===== config.mk =====
export PLATFORM = sky130hd
export DESIGN_NAME = bmhq_ctrl
export DESIGN_NICKNAME = d
export VERILOG_FILES = /design/src/rtl/core/bmhq_pkg.sv /design/src/rtl/core/bmhq_ctrl.sv
export SDC_FILE = /design/constraint.sdc
export NUM_CORES = 1
export LEC_CHECK = 0
export BUFFER_PORTS_ARGS = -buffer_cell sky130_fd_sc_hd__clkbuf_2
export CORE_AREA = 2 2 39 41
export DETAILED_ROUTE_END_ITERATION = 8
export DIE_AREA = 0 0 41 43
export GPL_ROUTABILITY_DRIVEN = 0
export PLACE_DENSITY_LB_ADDON = 0.2
export SLEW_MARGIN = 30
export SYNTH_ARGS = -nofsm -noshare
export SYNTH_HDL_FRONTEND = slang
export SYNTH_SLANG_ARGS = --single-unit

===== constraint.sdc =====
create_clock -name clk -period 3.4 [get_ports clk]
set_clock_uncertainty 0.1 [all_clocks]
set_input_delay 0.17 -clock clk [delete_from_list [all_inputs] [get_ports clk]]
set_output_delay 0.17 -clock clk [all_outputs]
set_load 0.005 [all_outputs]

===== src/rtl/core/bmhq_pkg.sv =====
// Package for the binary min-heap queue: sizes, codes, state and control types.
package bmhq_pkg;

    localparam int CAPACITY  = 1024;
    localparam int KEY_WIDTH = 32;
    localparam int ADDR_W    = $clog2(CAPACITY);
    localparam int CNT_W     = $clog2(CAPACITY + 1);
    localparam int IDX_W     = ADDR_W + 2;
    localparam int COUNT_W   = 11;

    typedef logic signed [KEY_WIDTH-1:0] key_t;

    typedef enum logic
    {
        OP_INSERT = 1'b0,
        OP_POP    = 1'b1
    } op_t;

    typedef enum logic [1:0]
    {
        ST_OK    = 2'd0,
        ST_EMPTY = 2'd1,
        ST_FULL  = 2'd2
    } status_t;

    typedef enum logic [2:0]
    {
        S_IDLE,
        S_UP_CHK,
        S_UP_CMP,
        S_POP_RD,
        S_DN_CHK,
        S_DN_CMP,
        S_FINISH
    } state_t;

    typedef struct packed
    {
        logic start;
        logic write_item;
        logic up_issue;
        logic up_cmp;
        logic pop_load;
        logic dn_issue;
        logic dn_cmp;
        logic load_out;
    } cmd_t;

    typedef struct packed
    {
        logic start_ins;
        logic full;
        logic empty;
        logic pos_zero;
        logic has_left;
        logic count_zero;
        logic up_move;
        logic dn_move;
    } stat_t;

endpackage


===== src/rtl/core/bmhq_ctrl.sv =====
// Controller state machine sequencing inserts, pops and the sift loops.
module bmhq_ctrl (
    input  logic            clk,
    input  logic            rst_n,
    input  logic            req_valid,
    output logic            req_ready,
    output logic            rsp_valid,
    input  logic            rsp_ready,
    input  bmhq_pkg::stat_t stat,
    output bmhq_pkg::cmd_t  cmd
);

    bmhq_pkg::state_t state_reg;
    bmhq_pkg::state_t state_next;
    logic             out_valid_reg;
    logic             out_valid_next;
    logic             slot_free;

    assign slot_free = !out_valid_reg || rsp_ready;

    always_comb
    begin
        state_next = state_reg;
        case (state_reg)
            bmhq_pkg::S_IDLE:
            begin
                if (req_valid)
                begin
                    if (stat.start_ins)
                    begin
                        state_next = stat.full ? bmhq_pkg::S_FINISH : bmhq_pkg::S_UP_CHK;
                    end
                    else
                    begin
                        state_next = stat.empty ? bmhq_pkg::S_FINISH : bmhq_pkg::S_POP_RD;
                    end
                end
            end
            bmhq_pkg::S_UP_CHK:
            begin
                state_next = stat.pos_zero ? bmhq_pkg::S_FINISH : bmhq_pkg::S_UP_CMP;
            end
            bmhq_pkg::S_UP_CMP:
            begin
                state_next = stat.up_move ? bmhq_pkg::S_UP_CHK : bmhq_pkg::S_FINISH;
            end
            bmhq_pkg::S_POP_RD:
            begin
                state_next = stat.count_zero ? bmhq_pkg::S_FINISH : bmhq_pkg::S_DN_CHK;
            end
            bmhq_pkg::S_DN_CHK:
            begin
                state_next = stat.has_left ? bmhq_pkg::S_DN_CMP : bmhq_pkg::S_FINISH;
            end
            bmhq_pkg::S_DN_CMP:
            begin
                state_next = stat.dn_move ? bmhq_pkg::S_DN_CHK : bmhq_pkg::S_FINISH;
            end
            bmhq_pkg::S_FINISH:
            begin
                if (slot_free)
                begin
                    state_next = bmhq_pkg::S_IDLE;
                end
            end
            default:
            begin
                state_next = bmhq_pkg::S_IDLE;
            end
        endcase
    end

    always_comb
    begin
        cmd       = '0;
        req_ready = 1'b0;
        case (state_reg)
            bmhq_pkg::S_IDLE:
            begin
                req_ready = 1'b1;
                cmd.start = req_valid;
            end
            bmhq_pkg::S_UP_CHK:
            begin
                cmd.write_item = stat.pos_zero;
                cmd.up_issue   = !stat.pos_zero;
            end
            bmhq_pkg::S_UP_CMP:
            begin
                cmd.up_cmp = 1'b1;
            end
            bmhq_pkg::S_POP_RD:
            begin
                cmd.pop_load = 1'b1;
            end
            bmhq_pkg::S_DN_CHK:
            begin
                cmd.write_item = !stat.has_left;
                cmd.dn_issue   = stat.has_left;
            end
            bmhq_pkg::S_DN_CMP:
            begin
                cmd.dn_cmp = 1'b1;
            end
            bmhq_pkg::S_FINISH:
            begin
                cmd.load_out = slot_free;
            end
            default:
            begin
                cmd = '0;
            end
        endcase
    end

    always_comb
    begin
        out_valid_next = out_valid_reg;
        if (cmd.load_out)
        begin
            out_valid_next = 1'b1;
        end
        else if (rsp_ready)
        begin
            out_valid_next = 1'b0;
        end
    end

    assign rsp_valid = out_valid_reg;

    always_ff @(posedge clk or negedge rst_n)
    begin
        if (!rst_n)
        begin
            state_reg     <= bmhq_pkg::S_IDLE;
            out_valid_reg <= 1'b0;
        end
        else
        begin
            state_reg     <= state_next;
            out_valid_reg <= out_valid_next;
        end
    end

endmodule


* Word level (Yosys, flattened, before mapping)
Index checks and enable logic that the tools add are counted.
Word-level totals: bits in registers 4, input bits 12, output and inout port bits 10, logic and storage cells 39
Operators by class: eq/ne operators 8, mux-type cells 22, reduce and logical (&&, ||, !) cells 7
Operators by type and width (number):
- 2-to-1 mux 3 bit | 7
- one-hot mux 3 bit (7 select lines) | 1
- 2-to-1 mux 1 bit | 10
- == test 3 bit (second input constant) | 3
- == test 3 x 2 -> 1 bit (second input constant) | 2
- 2-to-1 mux 2 bit | 3
- != test 2 bit (second input constant) | 2
- == test 3 x 1 -> 1 bit (second input constant) | 1
- logical NOT 1 bit | 3
- logical NOT 3 bit | 1
- one-hot mux 1 bit (2 select lines) | 1
- AND reduction 2 bit | 1
- nonzero test 2 bit | 1
- logical OR 1 bit | 1

* Depth between registers and ports, before layout
Gate-level depths: netlist of run 1.
depth after elaboration 4, depth in mapped cells 5, gate-level depth less buffers 4

* Least setup slack after synthesis of run 1
OpenSTA, ideal clock, no wires.
kind flip-flop to flip-flop, start register state_reg[1], end register state_reg[1], setup time 0.094 ns, arrival time 0.996 ns, required time 3.206 ns, path slack 2.211 ns, cell stages (with the launch flop) 5, path buffers 0, clock period less this slack 1.189 ns, path through dfrtp_1 -> nand2b_1 -> a21oi_1 -> a211oi_2 -> a221oi_2
Between the ends: cells in the longest elaborated chain, start to end 3, elaborated cells on any way between the ends 11, those cells by class eq/ne: 8; mux: 1; reduce/logical: 2
RTL lines:
- start, declared | RTL line bmhq_ctrl.sv:13 | bmhq_pkg::state_t state_reg;
- start signal, assigned | RTL line bmhq_ctrl.sv:135 | state_reg <= bmhq_pkg::S_IDLE;
- start signal, assigned | RTL line bmhq_ctrl.sv:140 | state_reg <= state_next;
- == test 3 bit or logical NOT 3 bit (tied branches) | RTL line bmhq_ctrl.sv:24 | case (state_reg)
- != test 2 bit (no source line)
- AND reduction 2 bit (no source line)
Parallel ways exist; a longest one is shown, timed or not. A chain may end at the register's enable or synchronous reset.

==> out/metrics.cfg, run 1 <==
[synthesis]
syn_avg_cell_area_um2=7.61
synth_top_area_share_pct=27.4
synth.top_cells.by_count=nor2_1 (7), nand2b_1 (5), dfrtp_1 (4), inv_1 (4)
post-synth-top-count-cell=nor2_1
netlist_area_um2=365
yosysSeqAreaShare_pct=27.4
synth_seq_cells=4
synthTopCellsByArea=dfrtp_1 (27%), nand2b_1 (8.6%), nor2_1 (7.2%)
syn-instance-count=48
syn_nets=60
synth_ff_type=dfrtp_1
yosysWarningCount=0
yosys.area.top_type=dfrtp_1
synth_edf_count=0
ys_async_sr_fraction_pct=100
yosysUniqueCellTypes=21

[clock_network]
cts_resized=0
hold_buffers=1
cts_sinks=4
post_cts_buffers=0
cts_max_level=1
cts-root-buf=clkbuf_4
cts_buffer_depth=2
cts.clk_slew.worst_paths_ns=0.04
cts_tree=built
numCtsBuffers=3
clock_latency_ns=0.23

[floorplan]
io_pins=22
die_w_um=41
fp.dieH_um=43
core_mm2=0.00138
row_count=14
floorplan.initialDensity_pct=26.4
die-area_mm2=0.00176

[routing]
routed_via_density=4.68
dr.pass1.iters=3
drcViolationCount=0
dr.first_iter.drc_count=6
vias=398
ant_nets=0
drt_wl_total_um=855
routedWlPerCell_um=10.1

[setup_path]
crit_fanout=15
r2r_setup_slack_ns=1.94
cp.required_ns=3.13
path_buf_inv=2
cp-start-kind=register
slowest_stage=dfrtp_1
worstPathArrival_ns=1.37
crit_type=reg -> out
critical_path.max_stage_delay_ns=0.52
crit_chain=nor3_2 -> nand2_1 -> inv_1 -> clkbuf_2
crit_family=flip-flops
endpoint_kind=output pin

[timing]
fin_crit_ns=1.64
post-route-period-util_pct=48.2
slew_viol_final=0
whs_ns=0.0968
tightest_slew_ns=0.422
finalSetupViolations=0
slew_headroom_pct=71.8
fmax_mhz=610
timing.final.hold_violations=0
rsz0062_at_grt=false
totalNegativeSetupSlack_ns=0

[layout]
seq_area_um2=100
multi_input_area_um2=221
final-instance-count-excl-fill=85
syn_to_final_growth_pct=35.3
fillerInstances=158
final_nets=83
largest_reg_flops=3
drive_above_1_share_pct=42.0
n_antenna_cell=0

[job]
cap_violations=0

[pwr]
power_frac_comb_pct=50.5
p_clk_share_pct=15.0
seqPwrFrac_pct=34.6
p_total_uw=381
power.leakage_uw=0.000260
vdd_drop_max_mv=0.344
internal-power_uw=206
power.density_mw_per_mm2=771
p_sw_uw=175
p_sw_share_pct=45.9

[global_route]
grt_max_degree=16
track_usage_pct=11.9
grt_pass1_vias=354
grt_pass1_wl_um=1410
grt_remaining_overflow=0
antenna_found_initial=0

[placement]
dp_cells=81
numPortBuffers=21

[status]
status=completed

[worst_hold_path]
hold_class=in -> reg

[per-layer routing]
layer  wire (µm)  GRT usage (%)  up-vias
met2         432           17.5       11
li1            -              -      208
met5           0              0        -
met1         362           14.3      179
met4           0           8.00        0
met3          60           3.14        0
[layout make-up]
cell class,instances,share of cell area [%]
Multi-Input combinational cell,36,44.8
Timing Repair Buffer,22,23.3
Sequential cell,4,20.3
Clock buffer,3,4.56
Tap cell,16,4.05
Inverter,4,3.04
[metrics by stage]
stage	utilization, %	cell area [µm²]	worst slack (ns)
2_1_floorplan	-	365	2.21
3_3_place_gp	33.4	462	1.93
3_5_place_dp	33.4	462	1.93
4_1_cts	35.7	494	1.76
5_1_grt	35.7	494	1.64
6_report	35.7	494	1.76
[logic make-up after synthesis]
group	after synthesis	share of synthesized area, %
flip-flops	4	27.4
buffers and inverters	8	12.0
multiplexers	1	3.08
AO/OA/AOI/OAI	13	24.7
AND/OR/NAND/NOR	22	32.9
[final timing paths]
check | from | endpoint | cells after the start
max | state_reg[0] | cmd[7] | 4
max in group asynchronous | rst_n | state_reg[1] | 2
min in group asynchronous | rst_n | state_reg[2] | 2
min | req_valid | state_reg[1] | 3
min reg2reg | rsp_valid | rsp_valid | 2
max reg2reg | state_reg[1] | state_reg[1] | 4
[worst reg2reg max path: stages, from the launching register on]
cell and delay (ns):
dfrtp_1 0.52, nand2b_1 0.25, a21oi_1 0.17, a211oi_2 0.07
a221oi_2 0.25
[cell usage in the layout (no fill, tap or decap)]
cell,Yosys,final
nor3b_1,2,2
clkbuf_4,0,3
a21oi_1,3,3
a221oi_2,1,1
dfrtp_1,4,4
a31oi_1,3,3
inv_1,4,4
clkbuf_2,0,21
dlygate4sd3_1,0,1
nand2_1,3,3
o22ai_1,1,1
o21ai_0,3,3
nand3_2,1,1
nor3_2,1,1
mux2_2,1,1
a211oi_2,1,1
nor2_1,7,7
a21o_1,1,1
and3_1,1,1
nand2b_1,5,5
nor3_1,2,2
[power groups by stage]
stage	Sequential [µW]	Clock, µW	Combinational [µW]
after floorplan	90.3	0	187
after global placement	133	0	194
after detailed placement	133	0	194
after CTS	132	60.6	195
after global routing	141	65.6	219
final	132	57.1	192
No activity file was read; power rests on OpenSTA's default activity.
==> run 2, diff against run 1 <==
==> constraint.sdc (replaced) <==
create_clock -name clk -period 1.5 [get_ports clk]
set_clock_uncertainty 0.1 [all_clocks]
set_input_delay 0.075 -clock clk [delete_from_list [all_inputs] [get_ports clk]]
set_output_delay 0.075 -clock clk [all_outputs]
set_load 0.005 [all_outputs]
==> out/metrics.cfg, run 2 (synthesized netlist as in run 1, its figures left out) <==
[worst_hold_path]
hold_class=in -> async

[pwr]
p_sw_uw=436
vdd_drop_max_mv=0.818
p_clk_share_pct=13.6
p_sw_share_pct=43.7
seqPwrFrac_pct=27.2
power_frac_comb_pct=59.2
power.density_mw_per_mm2=1790
p_total_uw=998
internal-power_uw=562
power.leakage_uw=0.000288

[routing]
routed_via_density=4.78
routedWlPerCell_um=10.4
dr.first_iter.drc_count=13
drt_wl_total_um=942
dr.pass1.iters=4
drcViolationCount=0
vias=435
ant_nets=0

[timing]
slew_viol_final=0
rsz0062_at_grt=false
tightest_slew_ns=0.220
fin_crit_ns=1.38
fmax_mhz=723
totalNegativeSetupSlack_ns=0
slew_headroom_pct=85.3
post-route-period-util_pct=92.3
timing.final.hold_violations=0
finalSetupViolations=0

[global_route]
track_usage_pct=12.0
grt_pass1_wl_um=1410
antenna_found_initial=0
use_met3_pct=1.57
use_met1_pct=14.3
grt_use_met2_pct=18.8
grt_remaining_overflow=0
grt_pass1_vias=358
busiest_layer=met2
grt_max_degree=12

[setup_path]
cp.required_ns=1.32
reg2reg_to=state_reg[1]
cp-start-kind=register
endpoint_kind=output pin
reg2reg_depth=5
crit_type=reg -> out
r2r-start=state_reg[1]
worstPathArrival_ns=1.21
r2r_setup_slack_ns=0.12
crit_fanout=8

[floorplan]
die-area_mm2=0.00176
row_count=14
floorplan.initialDensity_pct=26.4
fp.dieH_um=43
io_pins=22
die_w_um=41
core_mm2=0.00138

[clock_network]
cts_sinks=4
cts_max_level=1
numCtsBuffers=3
cts_tree=built
cts-root-buf=clkbuf_4
cts_buffer_depth=2
cts.clk_slew.worst_paths_ns=0.04
clock_latency_ns=0.23

[placement]
dp_hpwl_um=751
dp_cells=84
numPortBuffers=21

[layout]
fillerInstances=153
mostFrequentLayoutCells=clkbuf_2 (21), nor2_1 (7), nand2b_1 (5), buf_4 (5), inv_1 (4)
utilization_pct=40.2
drive_above_1_share_pct=50.7
syn_to_final_growth_pct=52.4
largest_reg_flops=3
n_antenna_cell=0
final_common_cell=clkbuf_2
final_nets=89
final-instance-count-excl-fill=91

[job]
cap_violations=0

[status]
status=completed

[run 2: changes by cell type in the layout (fill, tap and decap cells not counted), sizes merged]
cell,delta
buf,+5
dlygate4sd3,+1
[run 2: worst max-delay path: stages (launching register included)]
cell and delay [ns]:
dfrtp_2 0.42, buf_4 0.17, nand2_1 0.09, nor3b_2 0.17
clkbuf_2 0.13
[run 2: through the flow]
| step | hold WS, ns | worst slack (ns) | cell area, µm² |
|---|---|---|---|
| floorplan | -0.321 | 0.311 | 365 |
| global placement | -0.211 | 0.158 | 484 |
| detailed placement | -0.211 | 0.171 | 484 |
| CTS | 0.0624 | 0.0346 | 528 |
| global route | 0.0923 | 0.0294 | 557 |
| finish | 0.0784 | 0.116 | 557 |
[run 2: per-layer routing]
layer	vias up	wire (µm)
li1	219	-
met1	205	400
met2	11	494
met3	0	47
met4	0	0
met5	-	0
[run 2: how the worst max path moves through the flow]
stage | from | endpoint | slack, ns | cells past startpoint
after global routing | state_reg[1] | state_reg[1] | 0.03 | 5
after floorplan | state_reg[1] | state_reg[1] | 0.31 | 4
final | state_reg[1] | cmd[0] | 0.12 | 4
after global placement | state_reg[1] | state_reg[1] | 0.16 | 4
after CTS | state_reg[2] | cmd[7] | 0.03 | 4
after detailed placement | state_reg[1] | state_reg[1] | 0.17 | 4
[run 2: cell type report]
cell class	instances	area, µm²	area share [%]
Inverter	4	15.0	2.70
Timing Repair Buffer	28	163	29.2
Clock buffer	3	22.5	4.04
Multi-Input combinational cell	36	233	41.8
Sequential cell	4	104	18.7
Tap cell	16	20.0	3.60
[run 2: power by group through the flow]
stage / registers [µW] / clock network [µW] / logic [µW]
2_1_floorplan: 205 / 0 / 424
3_3_place_gp: 258 / 0 / 530
3_5_place_dp: 261 / 0 / 528
4_1_cts: 263 / 143 / 536
5_1_grt: 285 / 150 / 660
6_report: 271 / 136 / 591
[run 2: what timing repair did]
item | in CTS | in global routing
pin swaps | 0 | 0
setup buffers | 0 | 2
endpoints found under the hold margin | 5 | 0
hold buffers | 2 | 0
endpoints found under the setup margin | 1 | 3
resized for setup | 1 | 4
==> run 3, diff against run 2 <==
--- a/config.mk
+++ b/config.mk
@@ -10,7 +10,7 @@
 export DETAILED_ROUTE_END_ITERATION = 8
 export DIE_AREA = 0 0 41 43
 export GPL_ROUTABILITY_DRIVEN = 0
-export PLACE_DENSITY_LB_ADDON = 0.2
+export SKIP_LAST_GASP = 1
 export SLEW_MARGIN = 30
 export SYNTH_ARGS = -nofsm -noshare
 export SYNTH_HDL_FRONTEND = slang
==> out/metrics.cfg, run 3 (synthesized netlist as in run 1, its figures left out) <==
[floorplan]
floorplan.initialDensity_pct=26.4
io_pins=22
core_mm2=0.00138
fp.dieH_um=43
die-area_mm2=0.00176
row_count=14
die_w_um=41

[layout]
final_nets=86
final-instance-count-excl-fill=88
largest_reg_flops=3
syn_to_final_growth_pct=44.9
n_antenna_cell=0
mostFrequentLayoutCells=clkbuf_2 (21), nor2_1 (7), nand2b_1 (5), inv_1 (4)
final_common_cell=clkbuf_2
multi_input_area_um2=228
drive_above_1_share_pct=47.2
seq_area_um2=104
fillerInstances=150

[placement]
dp_cells=83
numPortBuffers=21
dp_hpwl_um=693

[setup_path]
slowest_stage=dfrtp_2
endpoint_kind=output pin
path_buf_inv=2
r2r-start=state_reg[0]
cp-start-kind=register
crit_fanout=9
critical_path.max_stage_delay_ns=0.47
cp.required_ns=1.32
crit_chain=buf_4 -> nor3b_1 -> clkbuf_2
critPathLaunch=state_reg[0]
worstPathArrival_ns=1.25
crit_family=flip-flops
crit_type=reg -> out

[routing]
ant_nets=0
drt_wl_total_um=841
dr.pass1.iters=4
drcViolationCount=0
routed_via_density=4.74
routedWlPerCell_um=9.56
vias=417
dr.first_iter.drc_count=5

[timing]
tightest_slew_ns=0.201
timing.final.hold_violations=0
slew_viol_final=0
post-route-period-util_pct=94.7
rsz0062_at_grt=false
totalNegativeSetupSlack_ns=0
slew_headroom_pct=86.4
fmax_mhz=704
fin_crit_ns=1.42
finalSetupViolations=0

[global_route]
grt_pass1_vias=350
antenna_found_initial=0
use_met3_pct=4.71
grt_use_met2_pct=16.3
grt_max_degree=12
grt_remaining_overflow=0
track_usage_pct=11.3
busiest_layer=met2
use_met1_pct=13.7
grt_pass1_wl_um=1320

[clock_network]
cts.clk_slew.worst_paths_ns=0.04
cts_tree=built
cts_sinks=4
numCtsBuffers=3
cts_buffer_depth=2
clock_latency_ns=0.23
cts_max_level=1
post_cts_buffers=0
cts-root-buf=clkbuf_4

[pwr]
power.density_mw_per_mm2=1750
power.leakage_uw=0.000271
vdd_drop_max_mv=0.958

[status]
status=completed

[worst_hold_path]
hold_class=in -> reg
hold_start=rsp_ready

[job]
cap_violations=0

run 3: metal layers:
| layer | share of wire (%) | vias up |
|---|---|---|
| met3 | 4.4 | 0 |
| met4 | 0 | 0 |
| met1 | 47 | 188 |
| met5 | 0 | - |
| met2 | 49 | 14 |
| li1 | - | 215 |
run 3: worst paths after layout:
| check | to | slack (ns) | cells past startpoint |
|---|---|---|---|
| min in group asynchronous | state_reg[1] | 0.08 | 2 |
| setup / recovery | cmd[4] | 0.08 | 3 |
| setup reg to reg | state_reg[1] | 0.17 | 4 |
| hold / removal | rsp_valid | 0.07 | 3 |
| max in group asynchronous | state_reg[2] | 1.09 | 2 |
| hold reg to reg | rsp_valid | 0.43 | 2 |
run 3: what timing repair did:
action,4_1_cts,5_1_grt
endpoints found under the hold margin,5,0
endpoints found under the setup margin,0,4
hold buffers,2,0
gates resized for setup,0,4
run 3: layout make-up:
class	count	share of cell area [%]
tap	16	3.78
sequential	4	19.6
clock buffer	3	4.26
timing repair buffer	25	26.5
multi-input combinational	36	43.0
inverter	4	2.84
run 3: worst reg2reg max path: cells and delay by family (launching register included):
kind	cells	cell delay, ns
AOI/OAI and AO/OA	3	0.51
DFF	1	0.47
and+or+nand+nor	1	0.15
run 3: through the flow:
| step | setup WS [ns] | hold WS [ns] | utilization [%] | total power [µW] | cell area [µm²] |
|---|---|---|---|---|---|
| final | 0.0792 | 0.0702 | 38.2 | 924 | 529 |
| after detailed placement | 0.127 | -0.218 | 34.4 | 770 | 477 |
| after global placement | 0.156 | -0.215 | 34.4 | 766 | 477 |
| after floorplan | 0.311 | -0.321 | - | 629 | 365 |
| after global routing | 0.00885 | 0.0704 | 38.2 | 1020 | 529 |
| after CTS | 0.0163 | 0.0632 | 37.5 | 915 | 519 |
run 3: power by group:
part           switching, µW  internal [µW]  leakage [µW]
combinational            247            256      0.000212
sequential               123            168     0.0000455
clock                   40.3           89.3     0.0000138
